File: config.mk
export PLATFORM = sky130hd
export DESIGN_NAME = string_to_integer_parser
export DESIGN_NICKNAME = d
export VERILOG_FILES = /design/src/rtl/stip_pkg.sv /design/src/rtl/stip_front.sv /design/src/rtl/stip_queue.sv /design/src/rtl/stip_back.sv /design/src/rtl/stip_result.sv /design/src/rtl/string_to_integer_parser.sv
export SDC_FILE = /design/constraint.sdc
export NUM_CORES = 2
export LEC_CHECK = 0
export ABC_AREA = 1
export ABC_CLOCK_PERIOD_IN_PS = 12330
export BUFFER_PORTS_ARGS = -buffer_cell sky130_fd_sc_hd__buf_2
export CAP_MARGIN = 15
export CORE_MARGIN = 10
export CORE_UTILIZATION = 60
export DETAILED_ROUTE_END_ITERATION = 7
export PLACE_DENSITY_LB_ADDON = 0.05
export SLEW_MARGIN = 20
export SYNTH_ARGS = -nofsm -noshare
export SYNTH_HDL_FRONTEND = slang
export SYNTH_SLANG_ARGS = --single-unit
export TNS_END_PERCENT = 10
File: constraint.sdc
create_clock -name clock -period 12.33 [get_ports clock]
set_clock_uncertainty 0.05 [all_clocks]
set_input_delay 1.233 -clock clock [delete_from_list [all_inputs] [get_ports clock]]
set_output_delay 1.233 -clock clock [all_outputs]
set_load 0.01 [all_outputs]
File: src/rtl/stip_pkg.sv
// Shared types and constants of the string-to-integer parser.
`timescale 1ns / 1ps
`default_nettype none
package stip_pkg;

   localparam int MAX_POS     = 4095;
   localparam int POS_W       = $clog2(MAX_POS + 1);
   localparam int END_W       = 12;
   localparam int ACC_W       = 64;
   localparam int RADIX_W     = 6;
   localparam int PROD_W      = ACC_W + RADIX_W;
   localparam int QUEUE_DEPTH = 4;
   localparam int RES_DEPTH   = 2;
   localparam int CSR_IDX_W   = 2;
   localparam int CSR_DATA_W  = 6;

   localparam logic [CSR_IDX_W-1:0] CSR_NUMBER_BASE = 2'd0;
   localparam logic [CSR_IDX_W-1:0] CSR_RESULT_MODE = 2'd1;

   localparam logic [RADIX_W-1:0] RADIX_AUTO  = 6'd0;
   localparam logic [RADIX_W-1:0] RADIX_ONE   = 6'd1;
   localparam logic [RADIX_W-1:0] RADIX_MIN   = 6'd2;
   localparam logic [RADIX_W-1:0] RADIX_OCT   = 6'd8;
   localparam logic [RADIX_W-1:0] RADIX_DEC   = 6'd10;
   localparam logic [RADIX_W-1:0] RADIX_HEX   = 6'd16;
   localparam logic [RADIX_W-1:0] RADIX_MAX   = 6'd36;
   localparam logic [RADIX_W-1:0] DIGIT_NONE  = 6'h3F;

   localparam logic [ACC_W-1:0] U64_MAX = 64'hFFFF_FFFF_FFFF_FFFF;
   localparam logic [ACC_W-1:0] S64_MAX = 64'h7FFF_FFFF_FFFF_FFFF;
   localparam logic [ACC_W-1:0] S64_MIN = 64'h8000_0000_0000_0000;
   localparam logic [ACC_W-1:0] S32_MAX = 64'h0000_0000_7FFF_FFFF;
   localparam logic [ACC_W-1:0] S32_MAG = 64'h0000_0000_8000_0000;
   localparam logic [ACC_W-1:0] S32_MIN = 64'hFFFF_FFFF_8000_0000;
   localparam logic [ACC_W-1:0] U32_MAX = 64'h0000_0000_FFFF_FFFF;

   typedef enum logic [1:0] {
      MODE_U64,
      MODE_S64,
      MODE_S32,
      MODE_U32
   } mode_type;

   typedef enum logic [1:0] {
      ST_OK,
      ST_RANGE,
      ST_BASE
   } status_type;

   // One classified byte.
   typedef struct packed {
      logic               first;
      logic [RADIX_W-1:0] digit;
      logic               space;
      logic               plus;
      logic               minus;
      logic               zero;
      logic               xchar;
   } token_type;

   // Raw result of one string, before clamping.
   typedef struct packed {
      logic             invalid;
      logic             seen;
      logic             neg;
      logic             ovf;
      logic [ACC_W-1:0] acc;
      logic [END_W-1:0] end_pos;
   } fin_type;

endpackage
`default_nettype wire

File: src/rtl/stip_front.sv
// Front end: input register that classifies each byte of the string.
`timescale 1ns / 1ps
`default_nettype none
module stip_front (
   input  wire logic                clock,
   input  wire logic                reset,
   input  wire logic                req_push,
   output logic                     req_full,
   input  wire logic [7:0]          req_ch,
   input  wire logic                req_first,
   input  wire logic                q_full,
   output logic                     tok_valid,
   output stip_pkg::token_type      tok
);

   logic                valid_ff;
   logic                valid_in;
   stip_pkg::token_type tok_ff;
   stip_pkg::token_type tok_in;
   logic                load;

   function automatic logic [stip_pkg::RADIX_W-1:0] digit_of(input logic [7:0] c);
      logic [7:0] u;
      u = c & 8'hDF;
      if (c >= 8'h30 && c <= 8'h39)
         return stip_pkg::RADIX_W'(c - 8'h30);
      else if (u >= 8'h41 && u <= 8'h5A)
         return stip_pkg::RADIX_W'(u - 8'h37);
      else
         return stip_pkg::DIGIT_NONE;
   endfunction

   assign req_full  = valid_ff && q_full;
   assign load      = !valid_ff || !q_full;
   assign tok_valid = valid_ff;
   assign tok       = tok_ff;

   always_comb begin
      tok_in.first = req_first;
      tok_in.digit = digit_of(req_ch);
      tok_in.space = (req_ch == 8'h20) || (req_ch >= 8'h09 && req_ch <= 8'h0D);
      tok_in.plus  = (req_ch == 8'h2B);
      tok_in.minus = (req_ch == 8'h2D);
      tok_in.zero  = (req_ch == 8'h30);
      tok_in.xchar = (req_ch == 8'h78) || (req_ch == 8'h58);
      valid_in     = load ? req_push : valid_ff;
   end

   always_ff @(posedge clock) begin
      if (reset) begin
         valid_ff <= 1'b0;
      end else begin
         valid_ff <= valid_in;
      end
      if (load && req_push) begin
         tok_ff <= tok_in;
      end
   end

endmodule
`default_nettype wire

File: src/rtl/stip_queue.sv
// Token queue between the classifier and the parse engine.
`timescale 1ns / 1ps
`default_nettype none
module stip_queue (
   input  wire logic                clock,
   input  wire logic                reset,
   input  wire logic                in_valid,
   input  stip_pkg::token_type      in_tok,
   output logic                     full,
   output logic                     empty,
   output stip_pkg::token_type      out_tok,
   input  wire logic                pop
);

   localparam int PTR_W = (stip_pkg::QUEUE_DEPTH > 1) ? $clog2(stip_pkg::QUEUE_DEPTH) : 1;
   localparam int CNT_W = $clog2(stip_pkg::QUEUE_DEPTH + 1);
   localparam logic [PTR_W-1:0] LAST = PTR_W'(stip_pkg::QUEUE_DEPTH - 1);

   stip_pkg::token_type mem [stip_pkg::QUEUE_DEPTH];
   logic [PTR_W-1:0]    wr_ptr_ff;
   logic [PTR_W-1:0]    rd_ptr_ff;
   logic [CNT_W-1:0]    count_ff;
   logic                push;
   logic                take;

   assign full    = (count_ff == CNT_W'(stip_pkg::QUEUE_DEPTH));
   assign empty   = (count_ff == '0);
   assign push    = in_valid && !full;
   assign take    = pop && !empty;
   assign out_tok = mem[rd_ptr_ff];

   always_ff @(posedge clock) begin
      if (reset) begin
         wr_ptr_ff <= '0;
         rd_ptr_ff <= '0;
         count_ff  <= '0;
      end else begin
         if (push) begin
            wr_ptr_ff <= (wr_ptr_ff == LAST) ? '0 : wr_ptr_ff + PTR_W'(1);
         end
         if (take) begin
            rd_ptr_ff <= (rd_ptr_ff == LAST) ? '0 : rd_ptr_ff + PTR_W'(1);
         end
         if (push && !take) begin
            count_ff <= count_ff + CNT_W'(1);
         end else if (take && !push) begin
            count_ff <= count_ff - CNT_W'(1);
         end
      end
      if (push) begin
         mem[wr_ptr_ff] <= in_tok;
      end
   end

endmodule
`default_nettype wire

File: src/rtl/stip_back.sv
// Parse engine: prefix and radix handling, digit accumulation, result capture.
`timescale 1ns / 1ps
`default_nettype none
module stip_back (
   input  wire logic                         clock,
   input  wire logic                         reset,
   input  wire logic                         q_empty,
   input  stip_pkg::token_type               q_tok,
   output logic                              q_pop,
   input  wire logic [stip_pkg::RADIX_W-1:0] number_base,
   output logic                              fin_valid,
   output stip_pkg::fin_type                 fin,
   input  wire logic                         fin_take
);

   typedef enum logic [2:0] {
      PH_SKIP,
      PH_START,
      PH_ZERO,
      PH_HEXSTART,
      PH_DIGITS,
      PH_DONE
   } phase_type;

   phase_type                         phase_ff, phase_in;
   logic [stip_pkg::ACC_W-1:0]        acc_ff, acc_in;
   logic                              neg_ff, neg_in;
   logic                              ovf_ff, ovf_in;
   logic                              seen_ff, seen_in;
   logic [stip_pkg::RADIX_W-1:0]      rad_ff, rad_in;
   logic [stip_pkg::POS_W-1:0]        pos_ff, pos_in;
   logic                              fin_valid_ff, fin_valid_in;
   stip_pkg::fin_type                 fin_ff, fin_in;
   logic                              go;

   function automatic logic [stip_pkg::END_W-1:0] to_end(input logic [stip_pkg::POS_W-1:0] p);
      logic [stip_pkg::POS_W+stip_pkg::END_W-1:0] ext;
      ext = (stip_pkg::POS_W + stip_pkg::END_W)'(p);
      return ext[stip_pkg::END_W-1:0];
   endfunction

   assign go        = !q_empty && (!fin_valid_ff || fin_take);
   assign q_pop     = go;
   assign fin_valid = fin_valid_ff;
   assign fin       = fin_ff;

   always_comb begin
      logic                          start;
      logic                          emit;
      logic                          invalid;
      logic                          handle;
      logic                          do_digit;
      logic [stip_pkg::POS_W-1:0]    idx;
      logic [stip_pkg::POS_W-1:0]    end_v;
      logic [stip_pkg::PROD_W-1:0]   prod;

      phase_in     = phase_ff;
      acc_in       = acc_ff;
      neg_in       = neg_ff;
      ovf_in       = ovf_ff;
      seen_in      = seen_ff;
      rad_in       = rad_ff;
      pos_in       = pos_ff;
      fin_valid_in = fin_valid_ff && !fin_take;
      fin_in       = fin_ff;
      start        = 1'b0;
      emit         = 1'b0;
      invalid      = 1'b0;
      handle       = 1'b0;
      do_digit     = 1'b0;
      idx          = pos_ff;
      end_v        = '0;
      prod         = '0;

      if (go) begin
         start = q_tok.first || (phase_ff == PH_SKIP && pos_ff == '0);
         if (start) begin
            phase_in = PH_SKIP;
            acc_in   = '0;
            neg_in   = 1'b0;
            ovf_in   = 1'b0;
            seen_in  = 1'b0;
            pos_in   = '0;
            rad_in   = number_base;
         end
         if (start && (number_base == stip_pkg::RADIX_ONE ||
                       number_base > stip_pkg::RADIX_MAX)) begin
            emit    = 1'b1;
            invalid = 1'b1;
         end else if (phase_in != PH_DONE) begin
            idx = pos_in;
            if (pos_in < stip_pkg::POS_W'(stip_pkg::MAX_POS)) begin
               pos_in = pos_in + stip_pkg::POS_W'(1);
            end
            if (phase_in == PH_SKIP) begin
               if (!q_tok.space) begin
                  phase_in = PH_START;
                  if (q_tok.plus || q_tok.minus) begin
                     neg_in = q_tok.minus;
                  end else begin
                     handle = 1'b1;
                  end
               end
            end else begin
               handle = 1'b1;
            end
            if (handle) begin
               case (phase_in)
                  PH_START: begin
                     if (q_tok.zero && (rad_in == stip_pkg::RADIX_AUTO ||
                                        rad_in == stip_pkg::RADIX_HEX)) begin
                        phase_in = PH_ZERO;
                     end else begin
                        if (rad_in == stip_pkg::RADIX_AUTO) begin
                           rad_in = stip_pkg::RADIX_DEC;
                        end
                        phase_in = PH_DIGITS;
                        do_digit = 1'b1;
                     end
                  end
                  PH_ZERO: begin
                     if (q_tok.xchar) begin
                        rad_in   = stip_pkg::RADIX_HEX;
                        phase_in = PH_HEXSTART;
                     end else begin
                        if (rad_in == stip_pkg::RADIX_AUTO) begin
                           rad_in = stip_pkg::RADIX_OCT;
                        end
                        seen_in  = 1'b1;
                        phase_in = PH_DIGITS;
                        do_digit = 1'b1;
                     end
                  end
                  PH_HEXSTART: begin
                     // "0x" not followed by a hex digit: the subject is the "0"
                     if (q_tok.digit >= stip_pkg::RADIX_HEX) begin
                        seen_in = 1'b1;
                        acc_in  = '0;
                        emit    = 1'b1;
                        end_v   = (idx != '0) ? idx - stip_pkg::POS_W'(1) : '0;
                     end else begin
                        phase_in = PH_DIGITS;
                        do_digit = 1'b1;
                     end
                  end
                  default: begin
                     do_digit = 1'b1;
                  end
               endcase
            end
            if (do_digit) begin
               if (rad_in < stip_pkg::RADIX_MIN || q_tok.digit >= rad_in) begin
                  emit  = 1'b1;
                  end_v = idx;
               end else begin
                  prod = stip_pkg::PROD_W'(acc_in) * stip_pkg::PROD_W'(rad_in)
                       + stip_pkg::PROD_W'(q_tok.digit);
                  if (!ovf_in) begin
                     if (prod[stip_pkg::PROD_W-1:stip_pkg::ACC_W] != '0) begin
                        ovf_in = 1'b1;
                     end else begin
                        acc_in = prod[stip_pkg::ACC_W-1:0];
                     end
                  end
                  seen_in = 1'b1;
               end
            end
         end
         if (emit) begin
            phase_in       = PH_DONE;
            fin_valid_in   = 1'b1;
            fin_in.invalid = invalid;
            fin_in.seen    = seen_in && !invalid;
            fin_in.neg     = neg_in;
            fin_in.ovf     = ovf_in;
            fin_in.acc     = acc_in;
            fin_in.end_pos = to_end(end_v);
         end
      end
   end

   always_ff @(posedge clock) begin
      if (reset) begin
         phase_ff     <= PH_SKIP;
         acc_ff       <= '0;
         neg_ff       <= 1'b0;
         ovf_ff       <= 1'b0;
         seen_ff      <= 1'b0;
         rad_ff       <= '0;
         pos_ff       <= '0;
         fin_valid_ff <= 1'b0;
      end else begin
         phase_ff     <= phase_in;
         acc_ff       <= acc_in;
         neg_ff       <= neg_in;
         ovf_ff       <= ovf_in;
         seen_ff      <= seen_in;
         rad_ff       <= rad_in;
         pos_ff       <= pos_in;
         fin_valid_ff <= fin_valid_in;
      end
      fin_ff <= fin_in;
   end

endmodule
`default_nettype wire

File: src/rtl/stip_result.sv
// Result stage: clamps per result mode and queues finished results.
`timescale 1ns / 1ps
`default_nettype none
module stip_result (
   input  wire logic                        clock,
   input  wire logic                        reset,
   input  wire logic                        fin_valid,
   input  stip_pkg::fin_type                fin,
   output logic                             fin_take,
   input  stip_pkg::mode_type               mode,
   output logic                             rsp_empty,
   input  wire logic                        rsp_pop,
   output logic [stip_pkg::ACC_W-1:0]       rsp_value,
   output logic [stip_pkg::END_W-1:0]       rsp_end_pos,
   output logic [1:0]                       rsp_status
);

   localparam int PTR_W = (stip_pkg::RES_DEPTH > 1) ? $clog2(stip_pkg::RES_DEPTH) : 1;
   localparam int CNT_W = $clog2(stip_pkg::RES_DEPTH + 1);
   localparam logic [PTR_W-1:0] LAST = PTR_W'(stip_pkg::RES_DEPTH - 1);

   typedef struct packed {
      logic [stip_pkg::ACC_W-1:0] value;
      logic [stip_pkg::END_W-1:0] end_pos;
      stip_pkg::status_type       status;
   } res_type;

   res_type          mem [stip_pkg::RES_DEPTH];
   res_type          res_in;
   logic [PTR_W-1:0] wr_ptr_ff;
   logic [PTR_W-1:0] rd_ptr_ff;
   logic [CNT_W-1:0] count_ff;
   logic             take_out;
   logic             room;

   assign rsp_empty   = (count_ff == '0);
   assign take_out    = rsp_pop && !rsp_empty;
   assign room        = (count_ff != CNT_W'(stip_pkg::RES_DEPTH)) || take_out;
   assign fin_take    = fin_valid && room;
   assign rsp_value   = mem[rd_ptr_ff].value;
   assign rsp_end_pos = mem[rd_ptr_ff].end_pos;
   assign rsp_status  = mem[rd_ptr_ff].status;

   always_comb begin
      logic [stip_pkg::ACC_W-1:0] m;
      logic [stip_pkg::ACC_W-1:0] neg_m;
      m              = fin.acc;
      neg_m          = '0 - m;
      res_in.value   = '0;
      res_in.end_pos = fin.end_pos;
      res_in.status  = stip_pkg::ST_OK;
      if (fin.invalid) begin
         res_in.end_pos = '0;
         res_in.status  = stip_pkg::ST_BASE;
      end else if (!fin.seen) begin
         res_in.end_pos = '0;
      end else begin
         case (mode)
            stip_pkg::MODE_U64: begin
               if (fin.ovf) begin
                  res_in.value  = stip_pkg::U64_MAX;
                  res_in.status = stip_pkg::ST_RANGE;
               end else begin
                  res_in.value = fin.neg ? neg_m : m;
               end
            end
            stip_pkg::MODE_S64: begin
               if (fin.neg) begin
                  if (fin.ovf || m > stip_pkg::S64_MIN) begin
                     res_in.value  = stip_pkg::S64_MIN;
                     res_in.status = stip_pkg::ST_RANGE;
                  end else begin
                     res_in.value = neg_m;
                  end
               end else if (fin.ovf || m > stip_pkg::S64_MAX) begin
                  res_in.value  = stip_pkg::S64_MAX;
                  res_in.status = stip_pkg::ST_RANGE;
               end else begin
                  res_in.value = m;
               end
            end
            stip_pkg::MODE_S32: begin
               if (fin.neg) begin
                  if (fin.ovf || m > stip_pkg::S32_MAG) begin
                     res_in.value  = stip_pkg::S32_MIN;
                     res_in.status = stip_pkg::ST_RANGE;
                  end else begin
                     res_in.value = neg_m;
                  end
               end else if (fin.ovf || m > stip_pkg::S32_MAX) begin
                  res_in.value  = stip_pkg::S32_MAX;
                  res_in.status = stip_pkg::ST_RANGE;
               end else begin
                  res_in.value = m;
               end
            end
            stip_pkg::MODE_U32: begin
               if (fin.ovf || m > stip_pkg::U32_MAX) begin
                  res_in.value  = stip_pkg::U32_MAX;
                  res_in.status = stip_pkg::ST_RANGE;
               end else begin
                  res_in.value = (fin.neg ? neg_m : m) & stip_pkg::U32_MAX;
               end
            end
            default: begin
               res_in.value = '0;
            end
         endcase
      end
   end

   always_ff @(posedge clock) begin
      if (reset) begin
         wr_ptr_ff <= '0;
         rd_ptr_ff <= '0;
         count_ff  <= '0;
      end else begin
         if (fin_take) begin
            wr_ptr_ff <= (wr_ptr_ff == LAST) ? '0 : wr_ptr_ff + PTR_W'(1);
         end
         if (take_out) begin
            rd_ptr_ff <= (rd_ptr_ff == LAST) ? '0 : rd_ptr_ff + PTR_W'(1);
         end
         if (fin_take && !take_out) begin
            count_ff <= count_ff + CNT_W'(1);
         end else if (take_out && !fin_take) begin
            count_ff <= count_ff - CNT_W'(1);
         end
      end
      if (fin_take) begin
         mem[wr_ptr_ff] <= res_in;
      end
   end

endmodule
`default_nettype wire

File: src/rtl/string_to_integer_parser.sv
// Top level of the streaming string-to-integer parser.
//
// Bytes of a string enter on the req_ queue port, one per transaction,
// req_first marking the first byte of each string.  Leading white space, an
// optional sign and a radix prefix are consumed; the first non-digit byte
// (the NUL terminator included) closes the string and yields one result on
// the rsp_ queue port: value, end position and status.  Bytes after that are
// dropped until the next req_first.
// Configuration: csr_ writes set number_base (index 0) and result_mode
// (index 1); csr_ready is always high.  Write only while the block is idle.
// Throughput: one byte per cycle while req_full stays low; the accumulator
// loop does one 64x6-bit multiply-add per cycle.  A result passes the front
// register, token queue, parse engine register and result queue in turn.
// A four-entry token queue sits between classifier and parse engine, and a
// two-entry result queue feeds the output; when rsp_pop stays low the queues
// fill and req_full rises, without losing data.
// Reset clears all queues and parse state; number_base returns to 10 and
// result_mode to unsigned 64.
`timescale 1ns / 1ps
`default_nettype none
module string_to_integer_parser (
   input  wire logic                              clock,
   input  wire logic                              reset,
   input  wire logic                              req_push,
   output logic                                   req_full,
   input  wire logic [7:0]                        req_ch,
   input  wire logic                              req_first,
   output logic                                   rsp_empty,
   input  wire logic                              rsp_pop,
   output logic [stip_pkg::ACC_W-1:0]             rsp_value,
   output logic [stip_pkg::END_W-1:0]             rsp_end_pos,
   output logic [1:0]                             rsp_status,
   input  wire logic                              csr_valid,
   output logic                                   csr_ready,
   input  wire logic [stip_pkg::CSR_IDX_W-1:0]    csr_index,
   input  wire logic [stip_pkg::CSR_DATA_W-1:0]   csr_wdata
);

   logic [stip_pkg::RADIX_W-1:0] number_base_ff;
   stip_pkg::mode_type           result_mode_ff;
   logic                         tok_valid;
   stip_pkg::token_type          tok;
   logic                         q_full;
   logic                         q_empty;
   stip_pkg::token_type          q_tok;
   logic                         q_pop;
   logic                         fin_valid;
   stip_pkg::fin_type            fin;
   logic                         fin_take;

   assign csr_ready = 1'b1;

   always_ff @(posedge clock) begin
      if (reset) begin
         number_base_ff <= stip_pkg::RADIX_DEC;
         result_mode_ff <= stip_pkg::MODE_U64;
      end else if (csr_valid && csr_ready) begin
         if (csr_index == stip_pkg::CSR_NUMBER_BASE) begin
            number_base_ff <= csr_wdata[stip_pkg::RADIX_W-1:0];
         end else if (csr_index == stip_pkg::CSR_RESULT_MODE) begin
            result_mode_ff <= stip_pkg::mode_type'(csr_wdata[1:0]);
         end
      end
   end

   stip_front u_front (
      .clock     (clock),
      .reset     (reset),
      .req_push  (req_push),
      .req_full  (req_full),
      .req_ch    (req_ch),
      .req_first (req_first),
      .q_full    (q_full),
      .tok_valid (tok_valid),
      .tok       (tok)
   );

   stip_queue u_queue (
      .clock    (clock),
      .reset    (reset),
      .in_valid (tok_valid),
      .in_tok   (tok),
      .full     (q_full),
      .empty    (q_empty),
      .out_tok  (q_tok),
      .pop      (q_pop)
   );

   stip_back u_back (
      .clock       (clock),
      .reset       (reset),
      .q_empty     (q_empty),
      .q_tok       (q_tok),
      .q_pop       (q_pop),
      .number_base (number_base_ff),
      .fin_valid   (fin_valid),
      .fin         (fin),
      .fin_take    (fin_take)
   );

   stip_result u_result (
      .clock       (clock),
      .reset       (reset),
      .fin_valid   (fin_valid),
      .fin         (fin),
      .fin_take    (fin_take),
      .mode        (result_mode_ff),
      .rsp_empty   (rsp_empty),
      .rsp_pop     (rsp_pop),
      .rsp_value   (rsp_value),
      .rsp_end_pos (rsp_end_pos),
      .rsp_status  (rsp_status)
   );

endmodule
`default_nettype wire

======== After elaboration in Yosys (flattened, before gate mapping) ========
Memory sizes are Yosys's and may differ from the RTL's. A register that Yosys moved wholly into a read port is not among the register bits.
Cells that the tools add are included.
word-level totals
  register bits after elaboration ......... 201
  RAM bits ................................ 204
  logic and storage cells ................. 289
  memories kept ........................... 2
memory list
  name          words  width  rd ports  clocked after Yosys merged registers in  write ports  line               source
  u_result.mem  2      78     1         1                                        1            stip_result.sv:28  res_type mem [stip_pkg::RES_DEPTH];
  u_queue.mem   4      12     1         1                                        1            stip_queue.sv:19   stip_pkg::token_type mem [stip_pkg::QUEUE_DEPTH];
cells by class
  add/subtract/negate cells ............... 14
  multipliers ............................. 1
  magnitude comparators ................... 16
  equality and inequality tests ........... 20
  mux-type cells .......................... 144
  bitwise gates (word level) .............. 2
  reductions and logical operators ........ 60
operators with widths
  cell                                                                               number
  64-bit 2-to-1 mux                                                                  23
  64-bit case mux with 4 select lines                                                1
  12-bit 2-to-1 mux                                                                  12
  64-bit by 32-bit greater-than comparator with 1-bit output, second input constant  2
  6-bit 2-to-1 mux                                                                   14
  70-bit by 6-bit adder with 70-bit output                                           1
  64-bit by 6-bit multiplier with 70-bit output                                      1
  64-bit by 31-bit greater-than comparator with 1-bit output, second input constant  1
  64-bit by 63-bit greater-than comparator with 1-bit output, second input constant  1
  64-bit greater-than comparator, second input constant                              1
  1-bit by 64-bit subtractor with 64-bit output, first input constant                1
  1-bit 2-to-1 mux                                                                   62
  3-bit 2-to-1 mux                                                                   16
  8-bit by 6-bit == test with 1-bit output, second input constant                    4
  32-bit 2-to-1 mux                                                                  1
  1-bit logical AND                                                                  19
  2-bit 2-to-1 mux                                                                   9
  8-bit by 7-bit == test with 1-bit output, second input constant                    2
  1-bit logical OR                                                                   15
  14-bit 2-to-1 mux                                                                  1
  12-bit by 1-bit adder with 12-bit output, second input constant                    1
  12-bit zero test                                                                   1
  12-bit less-than comparator, second input constant                                 1
  6-bit case mux with 2 select lines                                                 1
  other kinds (42)                                                                   66

======== Longest topological paths before layout ========
  depth after elaboration ................. 28
  depth in mapped cells ................... 51
  depth with buffers taken out ............ 47

======== By module ========
From an unflattened synthesis, not the netlist that was laid out.
unflattened totals
  cells, all modules ...................... 5111
  area total of the unflattened synthesis .. 37885.1 um2
by module, submodules not included
  module                    times used  cells an instance  area each (um2)  seq. area each (um2)
  stip_back                 1           3106               22208.8          4184.0
  stip_result               1           1671               12182.9          4784.6
  stip_queue                1           187                2285.9           1621.6
  stip_front                1           94                 840.8            380.4
  string_to_integer_parser  1           53                 366.6            160.2

======== Worst setup path after synthesis ========
OpenSTA, ideal clock, no wires.
  kind .................................... reg-to-reg
  from .................................... register (tool-made name)
  to ...................................... register u_back.fin_ff, in the netlist u_back.fin[17] (data pin)
  setup time .............................. 0.255 ns
  data arrival time ....................... 6.175 ns
  setup slack ............................. 5.850 ns
  cell stages (with the launch flop) ...... 47
  period minus slack after synthesis ...... 6.480 ns
  cell sequence ........................... dfxtp_1 buf_2 inv_2 nand3_1 nand2_2 buf_6 nand2_2 nand2_1 nand2_1 nand2_1 nand2_1 nand2_1 nor2_1 nand2_1 nand2_2 inv_2 clkbuf_1 nor2_1 [11 not listed] nand2_1 nand2_1 nand2_1 nand2_1 nand2_1 nand2_1 nand2_1 nand2_1 nand2_1 nand2_1 nand3_1 nor2_2 nand3_2 nor2_8 buf_4 nand2_1 nand3_1 nand2_1
RTL lines
  element               line              source
  end signal, assigned  stip_back.sv:202  fin_ff <= fin_in;
  end, declared         stip_back.sv:33   stip_pkg::fin_type fin_ff, fin_in;

==> impl_metrics.csv <==
group,metric,value,unit
synthesis,synth_flop_cell,"edfxtp_1",
floorplan,rows,90,
sta,grt_setup_unrepaired,"no",
clocking,cts_sinks,408,
clocking,postCtsSetupRepairBufs,0,
floorplan,start_util,60.3,%
floorplan,die_w,266,µm
sta,clock.fmax,102,MHz
synthesis,yosysTopAreaCell,"edfxtp_1",
sta,timing.final.crit_share,79.9,%
synthesis,synthArstFlopShare,0,%
clocking,clk_pin_slew_worst_paths,0.06,ns
final_layout,nets,5189,
synthesis,synth_warnings,0,
synthesis,synth_edf_count,296,
power,vdd_drop_max,0.151,mV
floorplan,die_area,70700,µm²
floorplan,io_pins,103,
final_layout,layout_common_cells,"nand2_1 (1047), nor2_1 (869), inv_1 (536)",
sta,relSlewSlack,20.7,%
setup_path,slowest_delay,1.01,ns
route,routed_wl,103000,µm
final_layout,drive_gt1_share,7.56,%
synthesis,ys_types,63,
route,vias_per_cell,5.76,
synthesis,avgSynthCellArea,7.65,µm²
hold_path,hp-start,"u_result.rd_ptr_ff$_SDFFE_PP0P_",
global_route,grt_use_total,28.9,%
synthesis,syn_nets,5194,
final_layout,nFillCells,5377,
setup_path,cp_num_buf_inv,4,
sta,finalMaxSlewViolations,0,
global_route,grt_max_degree,90,
setup_path,path_max_fanout,62,
clocking,cts_htree_levels,2,
sta,finalSetupTns,0,ns
route,dr.pass1.iters,6,
floorplan,core,60100,µm²
clocking,root_buffer,"clkbuf_16",
power,leakage,18.7,nW
sta,setup_viol,0,
sta,tightest_slew,1.18,ns
clocking,cts_buffer_depth,3,
status,outcome,"complete, no violations",
global_route,antenna_found_initial,0,
sta,fin_ws,2.48,ns
clocking,cts_resized,0,
setup_path,start_kind,"register",
clocking,tritoncts,"yes",
setup_path,critPathArrivalTime,10.26,ns
sta,fin_crit,9.85,ns
setup_path,slowest_stage,"clkinv_1",
final_layout,area_growth,6.71,%
global_route,grt_pass1_wl,165000,µm
clocking,numCtsBuffers,44,
setup_path,worst_setup_path_end_kind,"register",
setup_path,r2r_setup_slack,2.48,ns
setup_path,crit_type,"reg -> reg",
route,route.detailed.drc,0,
placement,port_buffers,101,
clocking,postCtsHoldBufs,0,
synthesis,syn_area,36300,µm²
final_layout,final_common_cell,"nand2_1",
hold_path,min_delay_path_depth,1,
power,cellPowerDensity,215,nW/µm²
route,wire_per_inst,18.5,µm
synthesis,yosysSeqAreaShare,30.7,%
placement,dp_slack,2.65,ns
synthesis,netlist_instances,4746,
setup_path,crit_path_frequent_cell,"nand2_1",
job,max-cap-violations,0,
setup_path,critPathTopFamily,"simple AND/OR/NAND/NOR gates",
global_route,grt_remaining_overflow,0,
sta,finalHoldViolCount,0,
route,vias,32000,
synthesis,synth_top_area_share,24.5,%
synthesis,synth_area_leaders,"edfxtp_1 (24%), fa_1 (14%), nand2_1 (11%)",
floorplan,die_h,266,µm
placement,place_congestion,1.02,
route,final_antenna_net_count,0,
route,drt_iter0_drc,3184,
clocking,insertion_delay,0.59,ns
sta,fin_hold_ws,0.408,ns
setup_path,worstPathRequired,12.74,ns
placement,dp_hpwl,77600,µm
synthesis,ys_seq_elements,408,
global_route,grt_pass1_vias,30200,
final_layout,diodes,0,
hold_path,hold_class,"reg -> reg",
setup_path,rr_endpoint,"u_back.acc_ff[34]$_SDFFE_PP0P_",
setup_path,reg2regPathDepth,36,
-- state kept, by name, indices dropped and copies added, names as in the netlist, 2 cells and up, named ones only --
name and count:
u_back.phase_ff 3, u_queue.wr_ptr_ff 2, u_queue.count_ff 3, u_queue.rd_ptr_ff 2, u_queue.mem 48, number_base_ff 6, u_back.pos_ff 12, u_back.acc_ff 64
u_result.mem 156, u_back.fin 80, result_mode_ff 2, u_result.count_ff 2, u_back.rad_ff 6, u_front.tok 12
-- per-layer routing --
metal / track usage (%) / vias up / wire (µm)
met1: 41.4 / 15200 / 45900
li1: - / 15400 / -
met5: 0 / - / 0
met4: 8.11 / 0 / 2750
met2: 44.0 / 1308 / 45300
met3: 5.54 / 155 / 9120
-- cell families after synthesis --
kind of cell	count (synthesis)	synth area share [%]
AOI/OAI and AO/OA	529	8.29
xor gates and xnor gates	114	2.75
adders and majority gates	426	19.9
buffers and inverters	739	7.98
DFF	408	30.7
muxes	78	2.42
other	1	0.0103
and+or+nand+nor	2451	28.0
-- Yosys cell counts (13+ instances only) --
cell type and instances:
buf_1 26, ha_1 173, mux2_2 78, o211ai_1 30, o21bai_1 22, nand4_1 41, clkbuf_1 127, a21oi_1 269
edfxtp_1 296, xnor2_1 42, o2111ai_1 17, inv_1 539, buf_2 13, o21ai_0 119, fa_1 253, nand2_1 1049
nor4_1 20, nand3_1 357, nor2_1 876, a31oi_1 17, nor3_1 45, dfxtp_1 112, xor2_1 72
-- stage by stage --
step	cells	total power, mW	utilization (%)	instance area (µm²)
3_5_place_dp	5477	6.93	62.0	37300
5_1_grt	5559	8.99	64.4	38700
2_1_floorplan	4746	5.64	-	36300
4_1_cts	5559	8.28	64.4	38700
6_report	5559	8.34	64.4	38700
3_3_place_gp	5477	6.87	61.9	37300
-- layout make-up --
| type | count | area [µm²] | share of cell area (%) |
|---|---|---|---|
| flip-flops and latches | 408 | 11100 | 28.8 |
| clock inverters | 25 | 249 | 0.643 |
| clock buffers | 57 | 1210 | 3.13 |
| well taps | 782 | 978 | 2.53 |
| multi-input cells | 3599 | 22300 | 57.6 |
| repair buffers | 133 | 746 | 1.93 |
| inverters | 555 | 2090 | 5.39 |
-- worst reg2reg max path: cells and delay by family, from the launching register on --
kind          cells  cell delay, ns
flops             1            0.84
buf+inv           4            2.06
fa+ha+maj         5            2.16
simple gates     27            4.63
-- worst max-delay path by stage --
stage,end,slack [ns],cells past startpoint
5_1_grt,u_back.acc_ff[34]$_SDFFE_PP0P_,1.73,36
2_1_floorplan,u_back.fin[17]$_DFFE_PP_,5.85,46
3_5_place_dp,u_back.acc_ff[5]$_SDFFE_PP0P_,2.65,36
6_report,u_back.acc_ff[34]$_SDFFE_PP0P_,2.48,36
3_3_place_gp,u_back.acc_ff[44]$_SDFFE_PP0P_,2.91,36
4_1_cts,u_back.fin[58]$_DFFE_PP_,2.60,34
-- report_power, final --
group,internal (mW),switching [mW],total [mW]
clock,0.766,0.560,1.33
sequential,2.04,0.339,2.38
combinational,1.40,3.22,4.63
Power figures use the tool's default switching activity.
